`config.mk`:
```
export PLATFORM = sky130hd
export DESIGN_NAME = rau_divider
export DESIGN_NICKNAME = d
export VERILOG_FILES = /design/src/rtl/core/rational_arithmetic_unit_assert.svh /design/src/rtl/core/rau_pkg.sv /design/src/rtl/core/rau_divider.sv
export SDC_FILE = /design/constraint.sdc
export NUM_CORES = 1
export LEC_CHECK = 0
export BUFFER_PORTS_ARGS = -buffer_cell sky130_fd_sc_hd__buf_2
export CAP_MARGIN = 5
export CORE_ASPECT_RATIO = 2
export CORE_UTILIZATION = 58
export DETAILED_ROUTE_END_ITERATION = 10
export GPL_ROUTABILITY_DRIVEN = 0
export PLACE_DENSITY_LB_ADDON = 0.2
export SYNTH_ARGS = -nofsm -noshare
export SYNTH_HDL_FRONTEND = slang
export SYNTH_SLANG_ARGS = --single-unit
```
`constraint.sdc`:
```
create_clock -name clk -period 4.2 [get_ports clk]
set_input_delay 0 -clock clk [delete_from_list [all_inputs] [get_ports clk]]
set_output_delay 0 -clock clk [all_outputs]
set_load 0.02 [all_outputs]
```
`src/rtl/core/rational_arithmetic_unit_assert.svh`:
```
// ----------------------------------------------------------------------------
// Rational arithmetic unit assertion macros
// Shared concurrent assertion forms; expect clk and rst_n in scope.
// ----------------------------------------------------------------------------
`ifndef RATIONAL_ARITHMETIC_UNIT_ASSERT_SVH
`define RATIONAL_ARITHMETIC_UNIT_ASSERT_SVH

// same-cycle implication
`define RAU_ASSERT_NOW(lbl, ante, cons, msg) \
    lbl: assert property (@(posedge clk) disable iff (!rst_n) (ante) |-> (cons)) \
        else $error(msg);

// next-cycle implication
`define RAU_ASSERT_NEXT(lbl, ante, cons, msg) \
    lbl: assert property (@(posedge clk) disable iff (!rst_n) (ante) |=> (cons)) \
        else $error(msg);

`endif

```
`src/rtl/core/rau_pkg.sv`:
```
// ----------------------------------------------------------------------------
// Rational arithmetic unit package
// Shared types, codes and widths.
// ----------------------------------------------------------------------------
package rau_pkg;

    localparam int MAG_W = 64;
    localparam int CNT_W = $clog2(MAG_W);

    localparam logic [1:0] OP_ADD = 2'd0;
    localparam logic [1:0] OP_SUB = 2'd1;
    localparam logic [1:0] OP_MUL = 2'd2;
    localparam logic [1:0] OP_DIV = 2'd3;

    localparam logic [1:0] ST_OK   = 2'd0;
    localparam logic [1:0] ST_ZERO = 2'd1;
    localparam logic [1:0] ST_OVF  = 2'd2;

    typedef struct packed {
        logic             neg;
        logic [MAG_W-1:0] mag;
    } smag_t;

    typedef enum logic [2:0] {
        S_IDLE,
        S_CHECK,
        S_MUL,
        S_ADD,
        S_GCD,
        S_DIVN,
        S_DIVD,
        S_FINISH
    } state_t;

    function automatic smag_t to_smag(input logic [MAG_W-1:0] x);
        smag_t v;
        v.neg = x[MAG_W-1];
        v.mag = x[MAG_W-1] ? (~x + MAG_W'(1)) : x;
        return v;
    endfunction

endpackage

```
`src/rtl/core/rau_divider.sv`:
```
// ----------------------------------------------------------------------------
// Rational arithmetic unit divider
// Restoring unsigned divider, one quotient bit per cycle.
// ----------------------------------------------------------------------------
module rau_divider
    import rau_pkg::*;
(
    input  logic             clk,
    input  logic             rst_n,
    input  logic             start,
    input  logic [MAG_W-1:0] dividend,
    input  logic [MAG_W-1:0] divisor,
    output logic             done,
    output logic [MAG_W-1:0] quotient
);

    logic             busy_reg;
    logic [CNT_W-1:0] cnt_reg;
    logic [MAG_W-1:0] rem_reg;
    logic [MAG_W-1:0] quo_reg;
    logic [MAG_W-1:0] div_reg;
    logic             done_reg;

    logic [MAG_W:0]   rem_sh;
    logic [MAG_W:0]   diff;

    assign rem_sh = {rem_reg, quo_reg[MAG_W-1]};
    assign diff   = rem_sh - {1'b0, div_reg};

    always_ff @(posedge clk or negedge rst_n)
    begin
        if (!rst_n)
        begin
            busy_reg <= 1'b0;
            done_reg <= 1'b0;
            cnt_reg  <= '0;
        end
        else
        begin
            done_reg <= 1'b0;
            if (start)
            begin
                busy_reg <= 1'b1;
                cnt_reg  <= '0;
            end
            else if (busy_reg)
            begin
                cnt_reg <= cnt_reg + CNT_W'(1);
                if (cnt_reg == CNT_W'(MAG_W - 1))
                begin
                    busy_reg <= 1'b0;
                    done_reg <= 1'b1;
                end
            end
        end
    end

    always_ff @(posedge clk)
    begin
        if (start)
        begin
            rem_reg <= '0;
            quo_reg <= dividend;
            div_reg <= divisor;
        end
        else if (busy_reg)
        begin
            if (!diff[MAG_W])
            begin
                rem_reg <= diff[MAG_W-1:0];
                quo_reg <= {quo_reg[MAG_W-2:0], 1'b1};
            end
            else
            begin
                rem_reg <= rem_sh[MAG_W-1:0];
                quo_reg <= {quo_reg[MAG_W-2:0], 1'b0};
            end
        end
    end

    assign done     = done_reg;
    assign quotient = quo_reg;

endmodule

```
# == Word level (Yosys, flattened, before mapping) ==
# Cells that the tools add are included.
# totals
reg_bits,200
input_bits,131
output_inout_bits,65
elab_cells,22
# op_classes
addsub,2
n_eq_ne,1
n_mux,12
reduce_logical,1
# ops
cell,count
$mux W64,3
$sub A65 B64 Y65,1
$mux W6,2
$mux W1,7
$add A6 B1 Y6 const B,1
$eq A6 B6 Y1 const B,1
$reduce_bool A2 Y1,1

# == Longest topological paths before layout ==
# Gate-level depths: netlist of the first run.
# logic_depth
depth_word,4
depth_mapped,16
mapped_depth_nobuf,14

# == Least setup slack after synthesis of the first run ==
# No wires, ideal clock.
# synth_timing
path_type,reg-to-reg
start,"reg quo_reg[63], in the netlist quotient[63]"
end,"reg quo_reg[0], in the netlist quotient[0] (data pin)"
setup_time_ps,260
arrival_time_ps,3030
required_time_ps,3940
path_slack_ps,910
stages_incl_launch_ff,15
path_buffers,2
period_less_slack_ps,3290
cell_sequence,edfxtp_1 > inv_1 > ha_1 > fa_1 > nor2b_1 > o2111ai_1 > and3_1 > o21ai_1 > o2111ai_1 > o211ai_1 > o21a_1 > o211ai_2 > buf_6 > buf_6 > mux2_2
# synth_between
elab_chain_cells,4
# synth_lines
item,line,source
start: declaration,rau_divider.sv:20,logic [MAG_W-1:0] quo_reg;
start signal: assignment,rau_divider.sv:63,quo_reg <= dividend;
start signal: assignment,rau_divider.sv:71,"quo_reg <= {quo_reg[MAG_W-2:0], 1'b1};"
start signal: assignment,rau_divider.sv:76,"quo_reg <= {quo_reg[MAG_W-2:0], 1'b0};"
$sub A65 B64 Y65,rau_divider.sv:28,"assign diff = rem_sh - {1'b0, div_reg};"
$mux W1,rau_divider.sv:68,if (!diff[MAG_W])
$mux W64,rau_divider.sv:66,else if (busy_reg)
$mux W64,rau_divider.sv:60,if (start)
# No other way between the ends. The select of a mux whose other input is x is not followed.
# A chain may end at the register's enable or synchronous reset.

# == Final worst setup path of the first run ==
# layout_timing
start,reg rem_reg[46]
end,reg rem_reg[21]
# layout_between
elab_chain_cells,2
# layout_lines
item,line,source
start: declaration,rau_divider.sv:19,logic [MAG_W-1:0] rem_reg;
start signal: assignment,rau_divider.sv:70,rem_reg <= diff[MAG_W-1:0];
start signal: assignment,rau_divider.sv:75,rem_reg <= rem_sh[MAG_W-1:0];
$sub A65 B64 Y65,rau_divider.sv:28,
$mux W64,rau_divider.sv:68,
# No other way between the ends.

==> summary.md, run 1 <==
| Metric | Value |
|---|---|
| Outcome | finished clean |
| Number of buffers added for setup after CTS | 0 |
| Required @ worst endpoint | roughly 4500 ps |
| Final net count | about 1.7k |
| Clock tree buffer depth | 2 |
| Top-level port count | around 200 |
| Worst hold slack after final layout | approximately 53 ps |
| Global router's overall resource usage | 0.325 |
| Die H | 205 microns |
| Async set-or-reset flop fraction in the synthesized netlist | 0.0400 |
| Count of different cell masters after synthesis | between 60 and 70 |
| CP endpoint kind | register |
| Net count after synthesis | about 1.4k |
| Post-synth EDFFs | 128 |
| Final total negative setup slack | 0 ps |
| Area added between synthesis and finish | 25.6% |
| Post-detailed-placement half-perimeter wirelength | approximately 22000 microns |
| Data arrival time of the critical path | roughly 4200 ps |
| Post-detailed-route via-to-cell ratio | between 5 and 6 |
| Total number of vias | 10.3k |
| Horizontal extent of the die | about 100 microns |
| Endpoints failing hold | 0 |
| Cts bufs inserted | 17 |
| Period minus WS final | 3900 ps |
| Sw Share | 0.394 |
| Core Footprint | roughly 20000 sq um |
| Fraction of power consumed by the clock network | 0.198 |
| Average size of a mapped cell | between 10 and 15 sq um |
| Final-report setup violation count | 0 |
| Setup repair after global routing missed its margin | false |
| Residual DRC | 0 |
| Maximum number of pins on one net before global-route repair | 136 |
| Fmax | about 260 MHz |
| Reg2Reg Capture Point | rem_reg[21] |
| Cell internal pwr | around 5200 uW |
| Drt total wl | ~33000 microns |
| Total iterations of the first detailed-routing run | 5 |
| Skew final | ~15 ps |
| Most used DFF post-synth | sky130_fd_sc_hd__edfxtp_1 |
| Final Max Slew Viols | 0 |
| Post-synthesis sequential area ratio | 0.447 |
| Final antenna-violating net count | 0 |
| Beginning of the worst hold path | start |
| Root cell of the clock tree | sky130_fd_sc_hd__clkbuf_16 |
| Switching power of the nets | 3370 uW |
| Clock tree from TritonCTS | built |
| Worst reg-to-reg setup slack | ~300 ps |
| Combinational share of power | 0.481 |
| Starting density of the core | 0.595 |
| Utilization of the core after routing | 0.747 |
| Starting DRT DRC Count | a little over 500 |
| Worst Hold Path EP | div_reg[32] |
| # port buffers | 195 |
| Number of cells upsized or downsized after cts | 0 |
| Aggregate global routing overflow | 0 |
| Max-cap violations | 0 |
| Reg clk slew, reported paths | roughly 80 ps |
| Syn Std Cell Area | 11900 sq um |
| Flip-flop and latch count after synthesis | 200 |
| Syn Inst Count | 1190 |
| Final clock period utilization by the worst path | 0.928 |
| Antenna violations before repair | 0 |
| H-Tree Depth | 4 |
| Source of the worst register-to-register timing path | rem_reg[46] |
| Worst vdd rail ir drop | approximately 420 uV |
| Part of the power in registers | 0.321 |
| Average detailed-routed wire length per instance | 18.5 microns |
| Overall die area | between 20000 and 25000 sq um |
| Count of standard-cell rows | 73 |
| Cells on Worst Hold Path | 1 |
| Areal power density over the cells | 573 nW/um^2 |
| Clk_lat worst skew | between 400 and 500 ps |
| Number of warnings issued by yosys | 0 |
| Worst-case headroom to the max-slew limit | 0.365 |
| Static Leak | about 0.0065 uW |
| Fraction of final layout cells sized beyond drive strength 1 | 0.205 |
| Vias in the first global route | approximately 11k |
| Worst hold-check path type | in2reg |
| CP Max Fanout | 34 |
| Global-route wire length before repair | 52100 microns |
| Diode insertion count for antenna repair | 0 |
| Number of clock sinks | 200 |
| Critical path class | reg2reg |
| CP Launch Type | register |
| Worst reg-to-reg path cell count | 12 |
| Slew at the pin closest to its max-slew limit | approximately 950 ps |
==> synthesized netlist by cell type (3+ instances only) <==
cell type                     n  area share
sky130_fd_sc_hd__o21bai_1    11      0.0069
sky130_fd_sc_hd__nor3_1      14      0.0059
sky130_fd_sc_hd__clkbuf_1    42       0.013
sky130_fd_sc_hd__nand2_1     75       0.024
sky130_fd_sc_hd__nor2b_1      4      0.0021
sky130_fd_sc_hd__a211oi_1    66       0.042
sky130_fd_sc_hd__buf_6        3      0.0028
sky130_fd_sc_hd__o21a_1      14      0.0088
sky130_fd_sc_hd__a21oi_1     77       0.032
sky130_fd_sc_hd__buf_2       10      0.0042
sky130_fd_sc_hd__nor3b_1      3      0.0019
sky130_fd_sc_hd__o311ai_0     4      0.0029
sky130_fd_sc_hd__xor2_1      26       0.019
sky130_fd_sc_hd__xnor2_1     32       0.024
sky130_fd_sc_hd__inv_1       88       0.028
sky130_fd_sc_hd__and3_1      10      0.0053
sky130_fd_sc_hd__nand3b_1     3      0.0019
sky130_fd_sc_hd__a21oi_2      3      0.0022
sky130_fd_sc_hd__a31oi_1     11      0.0058
sky130_fd_sc_hd__and2_1       8      0.0042
sky130_fd_sc_hd__nor2_1      99       0.031
sky130_fd_sc_hd__mux2_2      64       0.061
sky130_fd_sc_hd__a311oi_1     5      0.0037
sky130_fd_sc_hd__edfxtp_1   128        0.32
sky130_fd_sc_hd__o31ai_1      4      0.0025
sky130_fd_sc_hd__o21ai_1     14      0.0059
sky130_fd_sc_hd__a21o_1      33       0.021
sky130_fd_sc_hd__buf_4        4      0.0025
sky130_fd_sc_hd__o211ai_1    10      0.0063
sky130_fd_sc_hd__o21ai_0     54       0.023
sky130_fd_sc_hd__o2111ai_1    5      0.0037
sky130_fd_sc_hd__dfxtp_1     64        0.11
sky130_fd_sc_hd__nand3_1     13      0.0055
sky130_fd_sc_hd__o2bb2ai_1    3      0.0022
sky130_fd_sc_hd__or3_1        5      0.0026
sky130_fd_sc_hd__ha_1        65       0.068
sky130_fd_sc_hd__nand2b_1     9      0.0047
sky130_fd_sc_hd__nor4_1       5      0.0026
sky130_fd_sc_hd__dfrtp_1      8       0.017
sky130_fd_sc_hd__nand4_1     22       0.012
sky130_fd_sc_hd__mux2i_1     42       0.035
==> worst max-delay path by stage <==
stage / startpoint / end / slack [ps] / cells after the start
6_report: rem_reg[46] / rem_reg[21] / 300 / 12
5_1_grt: div_reg[27] / rem_reg[22] / 90 / 13
4_1_cts: rem_reg[46] / rem_reg[21] / 310 / 12
3_5_place_dp: div_reg[47] / rem_reg[42] / 330 / 13
3_3_place_gp: div_reg[47] / rem_reg[29] / 470 / 13
2_1_floorplan: quotient[63] / quotient[0] / 910 / 14
==> critical path: stages, from the launching register on <==
cell                        delay, ps
sky130_fd_sc_hd__dfxtp_1          330
sky130_fd_sc_hd__ha_1             400
sky130_fd_sc_hd__a21oi_1          300
sky130_fd_sc_hd__o21a_1           210
sky130_fd_sc_hd__o211ai_1          80
sky130_fd_sc_hd__or3_1            330
sky130_fd_sc_hd__o2111ai_1        200
sky130_fd_sc_hd__o211ai_1         190
sky130_fd_sc_hd__o21a_1           280
sky130_fd_sc_hd__o211ai_4         730
sky130_fd_sc_hd__buf_12           300
sky130_fd_sc_hd__mux2i_1          240
sky130_fd_sc_hd__a211oi_1         100
==> final cells by class <==
| class | count | area [sq um] |
|---|---|---|
| Timing Repair Buffer | 333 | 2380 |
| Inverter | 88 | 330 |
| Clock inverter | 7 | 91.3 |
| Tap cell | 262 | 328 |
| Sequential cell | 200 | 5330 |
| Fill cell | 1385 | 5050 |
| Multi-Input combinational cell | 842 | 5980 |
| Clock buffer | 25 | 507 |
==> layout by cell type, fill, tap and decap left out, types with 10 or more instances in the layout <==
| cell | count |
|---|---|
| sky130_fd_sc_hd__buf_2 | 194 |
| sky130_fd_sc_hd__dlygate4sd3_1 | 130 |
| sky130_fd_sc_hd__edfxtp_1 | 128 |
| sky130_fd_sc_hd__nor2_1 | 99 |
| sky130_fd_sc_hd__inv_1 | 87 |
| sky130_fd_sc_hd__a21oi_1 | 77 |
| sky130_fd_sc_hd__nand2_1 | 75 |
| sky130_fd_sc_hd__a211oi_1 | 66 |
| sky130_fd_sc_hd__ha_1 | 65 |
| sky130_fd_sc_hd__mux2_2 | 64 |
| sky130_fd_sc_hd__dfxtp_1 | 64 |
| sky130_fd_sc_hd__o21ai_0 | 54 |
| sky130_fd_sc_hd__mux2i_1 | 42 |
| sky130_fd_sc_hd__a21o_1 | 33 |
| sky130_fd_sc_hd__xnor2_1 | 32 |
| sky130_fd_sc_hd__xor2_1 | 26 |
| sky130_fd_sc_hd__nand4_1 | 22 |
| sky130_fd_sc_hd__clkbuf_16 | 18 |
| sky130_fd_sc_hd__o21a_1 | 14 |
| sky130_fd_sc_hd__o21ai_1 | 14 |
| sky130_fd_sc_hd__nor3_1 | 14 |
| sky130_fd_sc_hd__nand3_1 | 13 |
| sky130_fd_sc_hd__o21bai_1 | 11 |
| sky130_fd_sc_hd__a31oi_1 | 11 |
| sky130_fd_sc_hd__and3_1 | 10 |
| sky130_fd_sc_hd__o211ai_1 | 10 |
==> metrics by stage <==
step | cell area, sq um | setup slack (ps) | instances | power, uW
2_1_floorplan | 11900 | 910 | 1190 | 5790
3_3_place_gp | 13000 | 467 | 1595 | 6630
3_5_place_dp | 13000 | 329 | 1595 | 6730
4_1_cts | 14900 | 307 | 1757 | 8530
5_1_grt | 14900 | 86.4 | 1757 | 9100
6_report | 14900 | 301 | 1757 | 8570
==> what timing repair did <==
item | 4_1_cts | 5_1_grt
hold buffers | 130 | 0
endpoints found under the hold margin | 136 | 0
setup endpoints to repair | 0 | 0
==> routing by layer <==
| metal | routed length [microns] | track usage | part of all wire |
|---|---|---|---|
| met3 | 1430 | 0.0614 | 0.044 |
| met2 | 17600 | 0.600 | 0.54 |
| met4 | 2060 | 0.224 | 0.063 |
| met1 | 11400 | 0.313 | 0.35 |
| met5 | 0 | 0 | 0 |
==> cells by family (layout without fill, tap and decap cells) <==
logic type	after synthesis	after routing	synth area share
multiplexers	107	107	0.0968
AND/OR/NAND/NOR	276	276	0.107
flip-flops	200	200	0.447
AO/OA/AOI/OAI	335	335	0.185
adder cells (fa/ha/maj)	66	66	0.0700
buffers and inverters	148	453	0.0510
XOR/XNOR	58	58	0.0427
==> power by group through the flow <==
stage / Sequential, uW / Combinational [uW] / Clock (uW)
4_1_cts: 2740 / 4070 / 1720
6_report: 2750 / 4120 / 1700
3_5_place_dp: 2780 / 3950 / 0
3_3_place_gp: 2770 / 3860 / 0
2_1_floorplan: 2790 / 3000 / 0
5_1_grt: 2790 / 4520 / 1790
Note: power is estimated with default switching activity, not from simulation.
==> run 2, diff against run 1 <==
--- a/config.mk
+++ b/config.mk
@@ -7,7 +7,7 @@
 export LEC_CHECK = 0
 export BUFFER_PORTS_ARGS = -buffer_cell sky130_fd_sc_hd__buf_2
 export CAP_MARGIN = 5
-export CORE_ASPECT_RATIO = 2
+export CORE_ASPECT_RATIO = 1.75
 export CORE_UTILIZATION = 58
 export DETAILED_ROUTE_END_ITERATION = 10
 export GPL_ROUTABILITY_DRIVEN = 0
==> constraint.sdc (replaced) <==
create_clock -name clk -period 4.2 [get_ports clk]
set_input_delay 0 -clock clk [delete_from_list [all_inputs] [get_ports clk]]
set_output_delay 0 -clock clk [all_outputs]
set_load 0.005 [all_outputs]
==> run 2 against run 1 <==
Compared with the run above:
- clock-buffer cell count shrank 7
- register-to-register slack gained 240 ps
- routed wire length shrank 6.2%
- clock skew shrank 3.4 ps
- non-clock buffer count grew 1
- global-route usage shrank 2.5 points
- clock power grew 5%
- via count shrank 1.5%
- sequential share of layout area is essentially flat
==> summary.md, run 2 (synthesized netlist as in run 1, its figures left out) <==
| Metric | Value |
|---|---|
| Outcome | finished clean |
| Residual DRC | 0 |
| Overall die area | between 20000 and 25000 sq um |
| Average detailed-routed wire length per instance | 17.5 microns |
| Worst reg-to-reg setup slack | 540 ps |
| Count of standard-cell rows | approximately 70 |
| Area used by multi-input combinational logic | around 6000 sq um |
| Diode insertion count for antenna repair | 0 |
| Post-detailed-placement half-perimeter wirelength | between 20000 and 25000 microns |
| Source of the worst register-to-register timing path | quotient[63] |
| Most used cells in the layout excluding fill and tap cells | 194 x sky130_fd_sc_hd__buf_2, 131 x sky130_fd_sc_hd__dlygate4sd3_1, 128 x sky130_fd_sc_hd__edfxtp_1 |
| Reg clk slew, reported paths | about 70 ps |
| Antenna violations before repair | 0 |
| Horizontal extent of the die | between 100 and 150 microns |
| Critical path class | reg2reg |
| Clock tree buffer depth | 2 |
| Vias in the first global route | just over 10k |
| Starting DRT DRC Count | 563 |
| Top-level port count | 196 |
| Worst hold-check path type | in2reg |
| Beginning of the worst hold path | divisor[49] |
| Max-cap violations | 0 |
| Clk_lat worst skew | between 400 and 500 ps |
| Root cell of the clock tree | sky130_fd_sc_hd__clkbuf_16 |
| Starting density of the core | 0.589 |
| Setup repair after global routing missed its margin | false |
| Period minus WS final | approximately 3700 ps |
| Reg2Reg Capture Point | rem_reg[40] |
| Slew at the pin closest to its max-slew limit | 1010 ps |
| Areal power density over the cells | about 570 nW/um^2 |
| Skew final | about 11 ps |
| Post-place setup slack | between 500 and 600 ps |
| Overall power after layout | 8470 uW |
| CP endpoint kind | register |
| Data arrival time of the critical path | 3950 ps |
| Final antenna-violating net count | 0 |
| Final net count | about 1.7k |
| Worst reg-to-reg path cell count | 14 |
| Layout Cell Area excl Fill | approximately 15000 sq um |
| H-Tree Depth | 4 |
| Storage element area | between 5000 and 6000 sq um |
| Fraction of final layout cells sized beyond drive strength 1 | 0.207 |
| Die H | 192 microns |
| Post-detailed-route via-to-cell ratio | between 5 and 6 |
| Number of cells upsized or downsized after cts | 0 |
| Worst hold slack after final layout | about 250 ps |
| Required @ worst endpoint | 4480 ps |
| Final clock period utilization by the worst path | 0.872 |
| Aggregate global routing overflow | 0 |
| Total number of vias | 10.2k |
| CP Max Fanout | 37 |
| Placed standard-cell area | 13000 sq um |
| Clock tree from TritonCTS | built |
| Global router's overall resource usage | 0.301 |
| Cells on Worst Hold Path | 2 |
| Maximum number of pins on one net before global-route repair | 90 |
| Worst Slack Setup Final | ~540 ps |
| Static Leak | between 0.006 and 0.007 uW |
| CP Launch Type | register |
| Most common cell after layout, fill and taps aside | sky130_fd_sc_hd__buf_2 |
| Final Max Slew Viols | 0 |
| Global-route wire length before repair | a little under 50000 microns |
| Endpoints failing hold | 0 |
| Number of clock sinks | 200 |
| Worst Hold Path EP | div_reg[49] |
| Total iterations of the first detailed-routing run | 5 |
| Worst-case headroom to the max-slew limit | 0.330 |
| # port buffers | between 150 and 200 |
| Worst vdd rail ir drop | 520 uV |
| Number of filler instances in the final layout | approximately 1.5k |
| Cts bufs inserted | 17 |
| Fmax | roughly 270 MHz |
| Final-report setup violation count | 0 |
| Area added between synthesis and finish | 25.7% |
| Core Footprint | just over 20000 sq um |
| Drt total wl | just over 30000 microns |
| Final total negative setup slack | 0 ps |
## run 2: cell count changes in the layout (fill, tap and decap cells not counted)
| cell | change |
|---|---|
| sky130_fd_sc_hd__clkbuf_16 | -1 |
| sky130_fd_sc_hd__clkbuf_1 | -4 |
| sky130_fd_sc_hd__bufinv_16 | +2 |
| sky130_fd_sc_hd__buf_12 | -1 |
| sky130_fd_sc_hd__clkinv_4 | +1 |
| sky130_fd_sc_hd__clkbuf_8 | -2 |
| sky130_fd_sc_hd__buf_4 | +1 |
| sky130_fd_sc_hd__dlygate4sd3_1 | +1 |
| sky130_fd_sc_hd__inv_6 | +1 |
| sky130_fd_sc_hd__inv_8 | +2 |
| sky130_fd_sc_hd__clkinv_1 | +1 |
## run 2: critical path, stage by stage (launching register included)
cell	delay, ps
sky130_fd_sc_hd__edfxtp_1	340
sky130_fd_sc_hd__inv_1	60
sky130_fd_sc_hd__ha_1	230
sky130_fd_sc_hd__fa_1	410
sky130_fd_sc_hd__nor2b_1	170
sky130_fd_sc_hd__o2111ai_1	170
sky130_fd_sc_hd__and3_1	210
sky130_fd_sc_hd__o21ai_1	190
sky130_fd_sc_hd__o2111ai_1	160
sky130_fd_sc_hd__o211ai_1	380
sky130_fd_sc_hd__o211ai_1	210
sky130_fd_sc_hd__o211ai_4	300
sky130_fd_sc_hd__buf_12	310
sky130_fd_sc_hd__mux2i_1	220
sky130_fd_sc_hd__a211oi_1	100
## run 2: per-stage QoR
stage | utilization | std cells
2_1_floorplan | - | 1190
3_3_place_gp | 0.644 | 1581
3_5_place_dp | 0.644 | 1581
4_1_cts | 0.741 | 1744
5_1_grt | 0.741 | 1744
6_report | 0.741 | 1744
## run 2: power by group
group,internal (uW),total (uW),switching [uW]
Combinational,1750,3940,2190
Sequential,2480,2740,264
Clock,1020,1780,762
Total,5250,8470,3220
## run 2: area by class of cell
| cell class | instances | area share |
|---|---|---|
| clock buffer | 18 | 0.0293 |
| clock inverter | 14 | 0.0130 |
| inverter | 88 | 0.0221 |
| multi-input combinational | 842 | 0.400 |
| sequential | 200 | 0.356 |
| tap | 248 | 0.0207 |
| timing repair buffer | 334 | 0.159 |
## run 2: repair_timing
item / CTS / global route
setup buffers: 0 / 0
hold endpoints to repair: 148 / 0
hold buffers: 131 / 0
## run 2: worst max path at each step
stage	slack, ps	startpoint	cells after the start	to
after floorplan	1040	quotient[63]	14	quotient[0]
after global placement	670	quotient[63]	14	rem_reg[14]
after detailed placement	560	quotient[63]	14	rem_reg[60]
after CTS	540	quotient[63]	15	rem_reg[14]
after global routing	230	quotient[63]	15	rem_reg[14]
final	540	quotient[63]	14	rem_reg[40]
## run 2: routing by layer
layer  share of wire  track usage  vias to the layer above  wire, microns
met4           0.041        0.155                        0           1240
met1            0.38        0.317                     4796          11600
met5               0            0                        -              0
li1                -            -                     4969              -
met2            0.53        0.546                      323          16200
met3           0.049       0.0638                       83           1510
